<file path="config.mk">
export PLATFORM = sky130hd
export DESIGN_NAME = humidity_temp_frame_decoder
export DESIGN_NICKNAME = d
export VERILOG_FILES = /design/src/hw/rtl/htfd_pkg.sv /design/src/hw/rtl/htfd_scale_div.sv /design/src/hw/rtl/humidity_temp_frame_decoder.sv
export SDC_FILE = /design/constraint.sdc
export NUM_CORES = 1
export LEC_CHECK = 0
export BUFFER_PORTS_ARGS = -buffer_cell sky130_fd_sc_hd__buf_4
export CAP_MARGIN = 40
export CORE_MARGIN = 5
export CORE_UTILIZATION = 40
export DETAILED_ROUTE_END_ITERATION = 7
export HOLD_SLACK_MARGIN = 0.05
export PLACE_DENSITY = 0.6
export SYNTH_ARGS = -nofsm -noshare
export SYNTH_HDL_FRONTEND = slang
export SYNTH_SLANG_ARGS = --single-unit
</file>
<file path="constraint.sdc">
create_clock -name i_clk -period 11.5 [get_ports i_clk]
set_input_delay 2.3 -clock i_clk [delete_from_list [all_inputs] [get_ports i_clk]]
set_output_delay 2.3 -clock i_clk [all_outputs]
set_load 0.05 [all_outputs]
</file>
<file path="src/hw/rtl/htfd_pkg.sv">
// Shared constants and CRC helper for the humidity/temperature frame decoder.
// No dependencies.
package htfd_pkg;

    localparam int RAW_W   = 14;
    localparam int X_W     = 24;
    localparam int PROD_W  = 45;
    localparam int Q0_W    = 13;
    localparam int Q_W     = 12;
    localparam int VALUE_W = 12;
    localparam int RECIP_W = 21;
    localparam int DIV_W   = 18;
    localparam int RECIP_SHIFT = 32;

    localparam logic [8:0] CRC_POLY = 9'h131;

    // raw*512/9548 == (raw>>2)*512/2387, raw*256/134215 == (raw>>2)*1024/134215
    localparam int TEMP_DIV = 2387;
    localparam int HUM_DIV  = 134215;

    localparam logic [RECIP_W-1:0] TEMP_RECIP =
        RECIP_W'((64'd1 << RECIP_SHIFT) / 64'(TEMP_DIV));
    localparam logic [RECIP_W-1:0] HUM_RECIP  =
        RECIP_W'((64'd1 << RECIP_SHIFT) / 64'(HUM_DIV));

    localparam logic signed [Q_W:0] TEMP_OFFSET = 13'sd937;
    localparam logic signed [Q_W:0] HUM_OFFSET  = 13'sd6;

    localparam logic KIND_TEMP = 1'b0;
    localparam logic KIND_HUM  = 1'b1;

    // One byte through the MSB-first CRC-8 register, starting from zero.
    function automatic logic [7:0] crc8_byte(input logic [7:0] din);
        logic [7:0] c;
        c = din;
        for (int n = 0; n < 8; n++) begin
            if (c[7]) begin
                c = {c[6:0], 1'b0} ^ CRC_POLY[7:0];
            end else begin
                c = {c[6:0], 1'b0};
            end
        end
        return c;
    endfunction

endpackage

</file>
<file path="src/hw/rtl/htfd_scale_div.sv">
// Three-stage constant divider: reciprocal multiply, then one correction step.
// Depends on htfd_pkg.
module htfd_scale_div (
    input  logic                        i_clk,
    input  logic                        i_sel,
    input  logic [htfd_pkg::RAW_W-1:0]  i_raw,
    output logic [htfd_pkg::Q_W-1:0]    o_q
);
    import htfd_pkg::*;

    logic [X_W-1:0]     n_x;
    logic [RECIP_W-1:0] n_recip;
    logic [PROD_W-1:0]  r_prod;
    logic [X_W-1:0]     r_x_a;
    logic               r_sel_a;
    logic [Q0_W-1:0]    r_q0;
    logic [X_W-1:0]     r_x_b;
    logic               r_sel_b;
    logic [31:0]        n_rem;
    logic [31:0]        n_div;
    logic [Q0_W-1:0]    n_q;
    logic [Q_W-1:0]     r_q;

    always_comb begin
        if (i_sel == KIND_HUM) begin
            n_x     = {i_raw, 10'b0};
            n_recip = HUM_RECIP;
        end else begin
            n_x     = {1'b0, i_raw, 9'b0};
            n_recip = TEMP_RECIP;
        end
    end

    always_ff @(posedge i_clk) begin
        r_prod  <= PROD_W'(n_x) * PROD_W'(n_recip);
        r_x_a   <= n_x;
        r_sel_a <= i_sel;
    end

    always_ff @(posedge i_clk) begin
        r_q0    <= r_prod[PROD_W-1:RECIP_SHIFT];
        r_x_b   <= r_x_a;
        r_sel_b <= r_sel_a;
    end

    // estimate is low by at most one
    always_comb begin
        n_div = (r_sel_b == KIND_HUM) ? 32'(HUM_DIV) : 32'(TEMP_DIV);
        n_rem = 32'(r_x_b) - 32'(r_q0) * n_div;
        n_q   = r_q0 + Q0_W'(n_rem >= n_div);
    end

    always_ff @(posedge i_clk) begin
        r_q <= n_q[Q_W-1:0];
    end

    assign o_q = r_q;

endmodule

</file>
<file path="src/hw/rtl/humidity_temp_frame_decoder.sv">
// Sensor reply decoder: CRC-8 check and scaling to 0.1 degC or percent RH.
// Accepted beats flow through the r_valid shift register to o_valid; one beat per cycle.
// The receiver cannot stall; busy is high only while reset is asserted.
// Synchronous active-low reset clears the valid pipeline.
// Depends on htfd_pkg and htfd_scale_div.
module humidity_temp_frame_decoder (
    input  logic                               i_clk,
    input  logic                               i_rst_n,
    input  logic                               start,
    output logic                               busy,
    input  logic                               i_cmd,
    input  logic [7:0]                         i_raw_high,
    input  logic [7:0]                         i_raw_low,
    input  logic [7:0]                         i_check_byte,
    output logic                               o_valid,
    output logic signed [htfd_pkg::VALUE_W-1:0] o_value,
    output logic                               o_crc_ok,
    output logic                               o_kind
);
    import htfd_pkg::*;

    logic             n_accept;
    logic [3:0]       r_valid;
    logic [3:0]       r_kind;
    logic [3:1]       r_ok;
    logic [7:0]       r_crc1;
    logic [7:0]       r_lo;
    logic [7:0]       r_chk;
    logic [RAW_W-1:0] r_raw;
    logic [7:0]       n_crc;
    logic [Q_W-1:0]   w_q;
    logic signed [Q_W:0] n_temp;
    logic signed [Q_W:0] n_temp_half;
    logic signed [Q_W:0] n_hum;
    logic signed [VALUE_W-1:0] n_value;

    assign busy     = ~i_rst_n;
    assign n_accept = start & ~busy;

    // stage 1: first CRC byte
    always_ff @(posedge i_clk) begin
        r_crc1 <= crc8_byte(i_raw_high);
        r_lo   <= i_raw_low;
        r_chk  <= i_check_byte;
        r_raw  <= {i_raw_high, i_raw_low[7:2]};
    end

    // stage 2: second CRC byte and compare
    assign n_crc = crc8_byte(r_crc1 ^ r_lo);

    always_ff @(posedge i_clk) begin
        r_kind <= {r_kind[2:0], i_cmd};
        r_ok   <= {r_ok[2:1], n_crc == r_chk};
    end

    always_ff @(posedge i_clk) begin
        if (!i_rst_n) begin
            r_valid <= '0;
            o_valid <= 1'b0;
        end else begin
            r_valid <= {r_valid[2:0], n_accept};
            o_valid <= r_valid[3];
        end
    end

    htfd_scale_div u_div (
        .i_clk (i_clk),
        .i_sel (r_kind[0]),
        .i_raw (r_raw),
        .o_q   (w_q)
    );

    // final offset, halving toward zero for temperature, negative humidity clamped to zero; zero on CRC failure
    always_comb begin
        n_temp      = $signed({1'b0, w_q}) - TEMP_OFFSET;
        n_temp_half = (n_temp + $signed({{Q_W{1'b0}}, n_temp[Q_W]})) >>> 1;
        n_hum       = $signed({1'b0, w_q}) - HUM_OFFSET;
        if (!r_ok[3]) begin
            n_value = '0;
        end else if (r_kind[3] == KIND_HUM) begin
            n_value = n_hum[Q_W] ? '0 : n_hum[VALUE_W-1:0];
        end else begin
            n_value = n_temp_half[VALUE_W-1:0];
        end
    end

    always_ff @(posedge i_clk) begin
        o_value  <= n_value;
        o_crc_ok <= r_ok[3];
        o_kind   <= r_kind[3];
    end

endmodule
</file>
==> results of run 1 <==
==> worst paths after layout <==
kind,from,end,depth (start not counted)
max,r_kind[2],u_div.o_q[11],42
min,u_div.r_x_a[17],u_div.r_x_b[17],0
max reg2reg,r_kind[2],u_div.o_q[11],42
min reg2reg,u_div.r_x_a[17],u_div.r_x_b[17],0
==> cell families (layout without fill, tap and decap cells) <==
group	after synthesis	count (layout)	share of synthesized area, %
adders and majority gates	492	492	49.3
other	2	27	0.0487
muxes	2	2	0.138
and+or+nand+nor	319	319	10.5
AOI/OAI and AO/OA	170	170	7.71
xor gates and xnor gates	112	112	6.36
DFF	126	126	16.4
buffers and inverters	391	445	9.58
==> synthesized netlist by cell type (3+ instances only) <==
library cell,instances
a21boi_1,4
xnor2_1,71
a311oi_1,3
nand2b_1,26
a31oi_1,9
clkbuf_1,23
xor2_1,41
inv_1,366
and3_1,7
ha_1,298
o22ai_1,15
nor2_1,79
nor3_1,16
o31ai_1,5
nor3b_1,6
nand4_1,8
or3_1,5
nand3_1,19
o21a_1,8
o21bai_1,3
a211oi_1,9
o31a_1,3
dfxtp_1,126
and2_1,35
o21ai_0,16
or2_2,17
fa_1,193
a21o_1,18
a21oi_1,40
o21ai_1,3
o211ai_1,6
nand2_1,66
nor2b_1,24
==> routing by layer <==
layer / up-vias / share of wire, % / track usage [%]
met4: 0 / 1.8 / 4.80
met2: 203 / 47 / 27.4
met3: 39 / 3.7 / 2.46
met5: - / 0 / 0
li1: 5255 / - / -
met1: 5065 / 47 / 23.3
==> sequential cells by signal, summed over array words and instances, names as in the netlist <==
name,cells
u_div.o_q,12
o_value,12
u_div.r_x_a,15
r_ok,3
r_kind,4
r_valid,4
r_crc1,8
o_valid,1
u_div.r_x_b,15
r_lo,2
u_div.r_prod,13
r_raw,14
o_crc_ok,1
u_div.r_q0,13
r_chk,8
o_kind,1
==> final cells by class <==
type / count / area share [%]
Tap cell: 518 / 3.80
Sequential cell: 126 / 14.8
Clock inverter: 14 / 1.33
Multi-Input combinational cell: 1122 / 67.4
Timing Repair Buffer: 47 / 2.07
Clock buffer: 18 / 2.57
Inverter: 366 / 8.05
==> per-stage QoR <==
stage | hold WS, ps | utilization (%) | worst slack, ps | instance area [sq um] | instances
CTS | 325 | 44.5 | 1930 | 17100 | 2211
detailed placement | 312 | 42.8 | 2000 | 16400 | 2179
finish | 323 | 44.5 | 1890 | 17100 | 2211
floorplan | 310 | - | 3520 | 15500 | 1639
global route | 332 | 44.5 | 1240 | 17100 | 2211
global placement | 311 | 42.8 | 2370 | 16400 | 2179
==> critical path, delay by kind of cell (launching register included) <==
family                   cells  cell delay, ps
AO/OA/AOI/OAI               12            2680
XOR/XNOR                     3             300
adder cells (fa/ha/maj)      9            2800
buffers and inverters        3             460
flip-flops                   1             880
AND/OR/NAND/NOR             15            2340
==> summary.md, run 1 <==
| Metric | Value |
|---|---|
| Outcome | `complete, no violations` |
| ANT cells | `0` |
| Vias in the first global route | `11000` |
| Root buffer cell | `clkbuf_16` |
| FF+latch count, synth | `126` |
| Gpl congestion | `0.920` |
| First-pass GRT wire length | `56.2 mm` |
| Gr usage total | `16.8%` |
| Worst-case clock buffer depth | `2` |
| RSZ-0062 raised after global routing | `no` |
| EDFF count, synth | `0` |
| Max-cap violation count | `0` |
| # DRC | `0` |
| Final min period | `9610 ps` |
| Initial Utilization | `40.2%` |
| Top cells by area, synth | `fa_1 (25%), ha_1 (24%), dfxtp_1 (16%), inv_1 (8.9%), xnor2_1 (4.0%)` |
| Via count | `10562` |
| First drt pass iteration count | `4` |
| DR iter-0 viols | `547` |
| Setup TNS | `0 ps` |
| Cts repair resizes | `0` |
| Filler instances | `3786` |
| Layout cells sized above 1 | `6.08%` |
| I/O Buffers | `43` |
| Synth Flop Type | `dfxtp_1` |
| CTS tree | `yes` |
| Clock latency on the worst-skew pair | `420 ps` |
| Multi-input logic area | `11500 sq um` |
| FF-to-FF setup slack | `1890 ps` |
| Yosys cell types | `67` |
| CP dominant cell by count | `ha_1` |
| Largest net degree at the start of global routing | `38` |
| Commonest non-fill, non-tap cell in the layout | `inv_1` |
| Slowest stage delay, CP | `880 ps` |
| Ys Warns | `0` |
| Worst EP required | `11790 ps` |
| Critical setup path kind | `flip-flop to flip-flop` |
| Critical-path top delay cell | `dfxtp_1` |
| Most frequent cells in the layout | `inv_1 (366), ha_1 (298), fa_1 (193)` |
| Fin. max-slew vios | `0` |
| Setup crit start kind | `flip-flop` |
| Synth top area share | `25.1%` |
| CTS hold repair buffers | `0` |
| Die Span Y | `206 um` |
| Fin nets | `2199` |
| Vias per cell | `4.78` |
| Core Rows | `72` |
| Slew @ Worst Pin | `859 ps` |
| Register area share after synthesis | `16.4%` |
| Post-CTS Setup Inserts | `0` |
| Die extent in x | `206 um` |
| Full die area | `42600 sq um` |
| Worst Setup End Kind | `flip-flop` |
| Core box area | `38400 sq um` |
| Reg clk slew, reported paths | `70 ps` |
| Synth Instances | `1614` |
| Final ANT Viol Nets | `0` |
| CTS buffer count | `17` |
| Crit path max fanout | `25` |
| Fin. Hold Viols | `0` |
| Fmax | `104 MHz` |
| Setup violators final | `0` |
| Per-cell routed wire length | `15.2 um` |
| Relative slew slack | `42.7%` |
| Layout area overhead | `10.8%` |
| Skew final | `13.8 ps` |
| H-tree Lvls | `4` |
| Clk sinks | `126` |
| Post-synthesis async set-or-reset flop share | `0%` |
| Final period util | `83.6%` |
| Avg Synthesized Cell Area | `9.55 sq um` |
| Area leader, netlist | `fa_1` |
| Initial antenna violation count | `0` |
| Final WL | `33.6 mm` |
| Worst Path Arrival | `9900 ps` |
| DP Wirelength | `29.0 mm` |
| Mapped Area | `15400 sq um` |
| I/O Pins | `44` |
| FF/Latch Area | `2520 sq um` |
| Total gr overflow | `0` |
| HP Class | `flip-flop to flip-flop` |
Power of run 1 is left out: the tool's default activity adds up to more than one toggle a clock period on the data nets, which glitch-free logic cannot reach.
==> run 2: changes to the inputs <==
--- a/config.mk
+++ b/config.mk
@@ -5,6 +5,7 @@
 export SDC_FILE = /design/constraint.sdc
 export NUM_CORES = 1
 export LEC_CHECK = 0
+export ABC_AREA = 1
 export BUFFER_PORTS_ARGS = -buffer_cell sky130_fd_sc_hd__buf_4
 export CAP_MARGIN = 40
 export CORE_MARGIN = 5
==> constraint.sdc (replaced) <==
create_clock -name i_clk -period 9.55 [get_ports i_clk]
set_input_delay 1.91 -clock i_clk [delete_from_list [all_inputs] [get_ports i_clk]]
set_output_delay 1.91 -clock i_clk [all_outputs]
set_load 0.05 [all_outputs]
==> summary.md, run 2 <==
| Metric | Value |
|---|---|
| Slowest stage delay, CP | `710 ps (was 880 ps)` |
| Fmax | `121 MHz (was 104 MHz)` |
| H-tree Lvls | `4 (unchanged)` |
| Max-cap violation count | `0 (unchanged)` |
| ANT cells | `0 (unchanged)` |
| Final WL | `41.7 mm (was 33.6 mm)` |
| Worst Setup End Kind | `flip-flop (unchanged)` |
| Area leader, netlist | `fa_1 (unchanged)` |
| Critical setup path kind | `flip-flop to flip-flop (unchanged)` |
| Worst-case clock buffer depth | `2 (unchanged)` |
| DP Wirelength | `36.9 mm (was 29.0 mm)` |
| Fin. Hold Viols | `0 (unchanged)` |
| Yosys cell types | `39 (was 67)` |
| Setup crit start kind | `flip-flop (unchanged)` |
| Full die area | `45800 sq um (was 42600 sq um)` |
| Synth Instances | `2073 (was 1614)` |
| CP dominant cell by count | `nand2_1 (was ha_1)` |
| Synth Area in Adders | `45.6% (was 49.3%)` |
| First drt pass iteration count | `5 (was 4)` |
| Worst EP required | `9930 ps (was 11790 ps)` |
| Mapped Area | `16600 sq um (was 15400 sq um)` |
| Worst Path Arrival | `8680 ps (was 9900 ps)` |
| Crit path max fanout | `22 (was 25)` |
| HP Class | `flip-flop to flip-flop (unchanged)` |
| Per-cell routed wire length | `15.4 um (was 15.2 um)` |
| CTS hold repair buffers | `0 (unchanged)` |
| Die extent in x | `214 um (was 206 um)` |
| Cell with the most instances after synthesis | `inv_1 (unchanged)` |
| Clk sinks | `126 (unchanged)` |
| Largest net degree at the start of global routing | `23 (was 38)` |
| Final period util | `86.9% (was 83.6%)` |
| FF+latch count, synth | `126 (unchanged)` |
| Ys Warns | `0 (unchanged)` |
| Cts repair resizes | `0 (unchanged)` |
| Layout area overhead | `10.1% (was 10.8%)` |
| Biggest regs | `u_div.r_x_a: 15 flops, u_div.r_x_b: 15 flops, r_raw: 14 flops (unchanged)` |
| Root buffer cell | `clkbuf_16 (unchanged)` |
| Most frequent cells in the layout | `inv_1 (537), nand2_1 (327), ha_1 (298) (was inv_1 (366), ha_1 (298), fa_1 (193))` |
| Synth Area in Compound Gates | `6.83% (was 7.71%)` |
| Initial Utilization | `40.6% (was 40.2%)` |
| Post-Place Cells | `2670 (was 2179)` |
| Core box area | `41000 sq um (was 38400 sq um)` |
| EDFF count, synth | `0 (unchanged)` |
| Final hold slack | `324 ps (was 323 ps)` |
| Reg clk slew, reported paths | `60 ps (was 70 ps)` |
| Simple-gate portion of the synthesized area | `15.1% (was 10.5%)` |
| Commonest non-fill, non-tap cell in the layout | `inv_1 (unchanged)` |
| First-pass GRT wire length | `69.3 mm (was 56.2 mm)` |
| Skew final | `17.6 ps (was 13.8 ps)` |
| Outcome | `complete, no violations (unchanged)` |
| Leading post-synthesis cells by instance count | `inv_1 (537), nand2_1 (327), ha_1 (298) (was inv_1 (366), ha_1 (298), fa_1 (193))` |
| Mux cell area share after synthesis | `0% (was 0.138%)` |
| Synth Area in XOR/XNOR | `4.84% (was 6.36%)` |
| Total gr overflow | `0 (unchanged)` |
| Layout cells sized above 1 | `4.19% (was 6.08%)` |
| Setup violators final | `0 (unchanged)` |
| Avg Synthesized Cell Area | `8.03 sq um (was 9.55 sq um)` |
| Fin nets | `2677 (was 2199)` |
| Gpl congestion | `0.938 (was 0.920)` |
| Critical-path top delay cell | `dfxtp_1 (unchanged)` |
| Vias in the first global route | `13647 (was 11000)` |
| Clock latency on the worst-skew pair | `460 ps (was 420 ps)` |
| Cell Count, Final, Fillers Out | `2703 (was 2211)` |
| I/O Buffers | `43 (unchanged)` |
| Slack of the critical path | `1250 ps (was 1890 ps)` |
| I/O Pins | `44 (unchanged)` |
| CTS tree | `yes (unchanged)` |
| Relative slew slack | `40.3% (was 42.7%)` |
| DR iter-0 viols | `789 (was 547)` |
| Via count | `13084 (was 10562)` |
| Post-synthesis async set-or-reset flop share | `0% (unchanged)` |
| Gr usage total | `18.8% (was 16.8%)` |
| CTS buffer count | `17 (unchanged)` |
| Fin. max-slew vios | `0 (unchanged)` |
| Slew @ Worst Pin | `896 ps (was 859 ps)` |
| Pre-CTS WS | `1370 ps (was 2000 ps)` |
| Core Rows | `74 (was 72)` |
| Vias per cell | `4.84 (was 4.78)` |
| Final ANT Viol Nets | `0 (unchanged)` |
| RSZ-0062 raised after global routing | `no (unchanged)` |
| Multi-input logic area | `12200 sq um (was 11500 sq um)` |
| Top cells by area, synth | `fa_1 (23%), ha_1 (22%), dfxtp_1 (15%), inv_1 (12%), nand2_1 (7.4%) (was fa_1 (25%), ha_1 (24%), dfxtp_1 (16%), inv_1 (8.9%), xnor2_1 (4.0%))` |
| Initial antenna violation count | `2 (was 0)` |
| Synth top area share | `23.2% (was 25.1%)` |
| Register area share after synthesis | `15.2% (was 16.4%)` |
| FF/Latch Area | `2520 sq um (unchanged)` |
| Post-CTS Setup Inserts | `0 (unchanged)` |
| # DRC | `0 (unchanged)` |
| Die Span Y | `214 um (was 206 um)` |
| Synth Flop Type | `dfxtp_1 (unchanged)` |
| Setup TNS | `0 ps (unchanged)` |
| Filler instances | `4162 (was 3786)` |
| Final min period | `8300 ps (was 9610 ps)` |
| Main combinational cell family by area after synthesis | `adder cells (unchanged)` |
-- run 2: changes by cell type in the layout (fill, tap and decap cells not counted), moves of 26 or more --
cell and delta:
nand2_1 +261, o21ai_0 +51, inv_1 +171, nand3_1 +52, xnor2_1 -32, a21oi_1 +55, nand2b_1 -26, and2_1 -30
nor2_1 +70
-- run 2: routing by layer --
metal	vias up	wire, um	share of wire (%)	GRT usage (%)
li1	6546	-	-	-
met1	6235	18900	45	25.0
met2	264	20100	48	31.9
met3	39	1820	4.4	3.09
met4	0	788	1.9	5.07
met5	-	0	0	0
-- run 2: cell families (layout without fill, tap and decap cells) --
family	Yosys count	after routing
compound gates	206	206
buf+inv	547	620
xor+xnor	92	92
flops	126	126
other cells	2	27
fa+ha+maj	491	491
simple gates	609	609
-- run 2: worst max-delay path: cells and delay by family (launching register included) --
| kind | cells | cell delay (ps) |
|---|---|---|
| and+or+nand+nor | 21 | 2640 |
| DFF | 1 | 710 |
| adders and majority gates | 8 | 3300 |
| AOI/OAI and AO/OA | 1 | 410 |
| xor gates and xnor gates | 2 | 330 |
| buffers and inverters | 7 | 810 |
-- run 2: cell type report --
type / instances / area share [%]
clock buffers: 19 / 2.36
inverters: 537 / 11.0
clock inverters: 13 / 0.833
well taps: 532 / 3.63
flip-flops and latches: 126 / 13.8
multi-input cells: 1425 / 66.3
repair buffers: 51 / 2.08
-- run 2: worst paths after layout --
check                    from              to  slack, ps  cells past startpoint
max                 r_kind[2]   u_div.o_q[11]       1250                     39
min          u_div.r_prod[43]  u_div.r_q0[11]        320                      0
max reg2reg         r_kind[2]   u_div.o_q[11]       1250                     39
min reg2reg  u_div.r_prod[43]  u_div.r_q0[11]        320                      0
-- run 2: metrics by stage --
step | utilization (%) | instance area [sq um]
after floorplan | - | 16700
after global placement | 43.2 | 17700
after detailed placement | 43.2 | 17700
after CTS | 44.7 | 18300
after global routing | 44.7 | 18300
final | 44.7 | 18300
Power of run 2 is left out for the same reason.
==> run 3: changes to the inputs <==
--- a/config.mk
+++ b/config.mk
@@ -8,11 +8,14 @@
 export ABC_AREA = 1
 export BUFFER_PORTS_ARGS = -buffer_cell sky130_fd_sc_hd__buf_4
 export CAP_MARGIN = 40
+export CORE_ASPECT_RATIO = 0.8
 export CORE_MARGIN = 5
 export CORE_UTILIZATION = 40
+export CTS_BUF_LIST = sky130_fd_sc_hd__clkbuf_2 sky130_fd_sc_hd__clkbuf_4 sky130_fd_sc_hd__clkbuf_8
 export DETAILED_ROUTE_END_ITERATION = 7
 export HOLD_SLACK_MARGIN = 0.05
 export PLACE_DENSITY = 0.6
 export SYNTH_ARGS = -nofsm -noshare
 export SYNTH_HDL_FRONTEND = slang
 export SYNTH_SLANG_ARGS = --single-unit
+export TNS_END_PERCENT = 5
==> summary.md, run 3 (synthesis results as in run 2) <==
| Metric | Value |
|---|---|
| Fin. max-slew vios | `0 (unchanged)` |
| Root buffer cell | `clkbuf_8 (was clkbuf_16)` |
| Worst Setup End Kind | `flip-flop (unchanged)` |
| Setup crit start kind | `flip-flop (unchanged)` |
| CTS tree | `yes (unchanged)` |
| # DRC | `0 (unchanged)` |
| Crit path buffers/inverters | `6 (was 7)` |
| Reg2Reg Launch Point | `r_kind[2] (unchanged)` |
| Vias per cell | `4.85 (was 4.84)` |
| Worst r2r dst | `u_div.o_q[6] (was u_div.o_q[11])` |
| Final ANT Viol Nets | `0 (unchanged)` |
| Total gr overflow | `0 (unchanged)` |
| HP Class | `flip-flop to flip-flop (unchanged)` |
| I/O Buffers | `43 (unchanged)` |
| Largest net degree at the start of global routing | `22 (was 23)` |
| Worst r2r path cells | `37 (was 39)` |
| CTS buffer count | `17 (unchanged)` |
| Gr usage total | `19.8% (was 18.8%)` |
| Worst-case clock buffer depth | `2 (unchanged)` |
| Fin nets | `2677 (unchanged)` |
| Reg clk slew, reported paths | `80 ps (was 60 ps)` |
| Critical-path top delay cell | `o21ai_0 (was dfxtp_1)` |
| Setup violators final | `0 (unchanged)` |
| Via count | `13162 (was 13084)` |
| Die extent in x | `238 um (was 214 um)` |
| Hold path endpoint | `u_div.r_x_b[19] (was u_div.r_q0[11])` |
| Final WL | `44.0 mm (was 41.7 mm)` |
| Clock latency on the worst-skew pair | `480 ps (was 460 ps)` |
| Layout area overhead | `8.96% (was 10.1%)` |
| Gpl congestion | `0.906 (was 0.938)` |
| Setup TNS | `0 ps (unchanged)` |
| I/O Pins | `44 (unchanged)` |
| Per-cell routed wire length | `16.2 um (was 15.4 um)` |
| Biggest regs | `u_div.r_x_a: 15 flops, u_div.r_x_b: 15 flops, r_raw: 14 flops (unchanged)` |
| Clk sinks | `126 (unchanged)` |
| Core Rows | `66 (was 74)` |
| Vias in the first global route | `13558 (was 13647)` |
| CP dominant cell by count | `nand2_1 (unchanged)` |
| Hold path depth | `0 (unchanged)` |
| Critical setup path kind | `flip-flop to flip-flop (unchanged)` |
| Initial antenna violation count | `0 (was 2)` |
| Final min period | `8240 ps (was 8300 ps)` |
| Die Span Y | `192 um (was 214 um)` |
| Final period util | `86.3% (was 86.9%)` |
| Initial Utilization | `40.7% (was 40.6%)` |
| Outcome | `complete, no violations (unchanged)` |
| FF-to-FF setup slack | `1310 ps (was 1250 ps)` |
| Final Core Density | `44.4% (was 44.7%)` |
| Most frequent cells in the layout | `inv_1 (537), nand2_1 (327), ha_1 (298) (unchanged)` |
| Slew @ Worst Pin | `951 ps (was 896 ps)` |
| Max-cap violation count | `0 (unchanged)` |
| First drt pass iteration count | `6 (was 5)` |
| DP Wirelength | `39.1 mm (was 36.9 mm)` |
| Worst EP required | `9910 ps (was 9930 ps)` |
| DR iter-0 viols | `809 (was 789)` |
| Worst Path Arrival | `8600 ps (was 8680 ps)` |
| Fin. Hold Viols | `0 (unchanged)` |
| Commonest non-fill, non-tap cell in the layout | `inv_1 (unchanged)` |
| Layout cells sized above 1 | `4.24% (was 4.19%)` |
| Core box area | `40900 sq um (was 41000 sq um)` |
| Skew final | `18.4 ps (was 17.6 ps)` |
| Fmax | `121 MHz (about the same)` |
| ANT cells | `0 (unchanged)` |
| Relative slew slack | `35.9% (was 40.3%)` |
| Post-CTS Setup Inserts | `0 (unchanged)` |
| Cts repair resizes | `0 (unchanged)` |
| HP Start | `u_div.r_x_a[19] (was u_div.r_prod[43])` |
| CTS hold repair buffers | `0 (unchanged)` |
| Full die area | `45800 sq um (about the same)` |
| Slowest stage delay, CP | `620 ps (was 710 ps)` |
| First-pass GRT wire length | `71.2 mm (was 69.3 mm)` |
| RSZ-0062 raised after global routing | `no (unchanged)` |
| Cell family with most CP delay | `adder cells (unchanged)` |
| H-tree Lvls | `4 (unchanged)` |
| Crit path max fanout | `11 (was 22)` |
| Filler instances | `4124 (was 4162)` |
==> run 3: cell types whose count changed in the layout (fill, tap and decap cells not counted), sizes merged <==
cell	delta
clkinv	+2
buf	+1
clkdlybuf4s15	-1
bufinv	-1
inv	-5
clkinvlp	+3
==> run 3: worst register-to-register path, delay by kind of cell (launching register included) <==
kind,cells,cell delay [ps]
DFF,1,610
adders and majority gates,10,3530
and+or+nand+nor,16,1820
AOI/OAI and AO/OA,2,700
xor gates and xnor gates,3,730
buffers and inverters,6,720
==> run 3: layout make-up <==
cell class	count	area, sq um	area share, %
Clock buffer	19	262	1.44
Clock inverter	12	113	0.621
Inverter	537	2020	11.1
Multi-Input combinational cell	1425	12200	67.0
Sequential cell	126	2520	13.9
Tap cell	544	681	3.75
Timing Repair Buffer	51	383	2.11
==> run 3: how the worst max path moves through the flow <==
stage,slack [ps],cells after the start,to,from
floorplan,2730,40,u_div.o_q[11],r_kind[2]
global placement,1490,37,u_div.o_q[11],r_kind[2]
detailed placement,1420,37,u_div.o_q[11],r_kind[2]
CTS,1400,37,u_div.o_q[11],r_kind[2]
global route,850,37,u_div.o_q[11],r_kind[2]
finish,1310,37,u_div.o_q[6],r_kind[2]
==> run 3: through the flow <==
step           instances  hold slack, ps  area, sq um  setup WS [ps]
2_1_floorplan       2098             310        16700           2730
3_3_place_gp        2680             310        17700           1490
3_5_place_dp        2682             312        17700           1420
4_1_cts             2713             327        18100           1400
5_1_grt             2714             331        18100            853
6_report            2714             322        18100           1310
==> run 3: layer usage <==
metal  track usage [%]  wire [um]
met2              30.6      18900
met5                 0          0
met4              4.52        821
met1              28.0      21100
met3              5.19       3230
Power of run 3 is left out for the same reason.
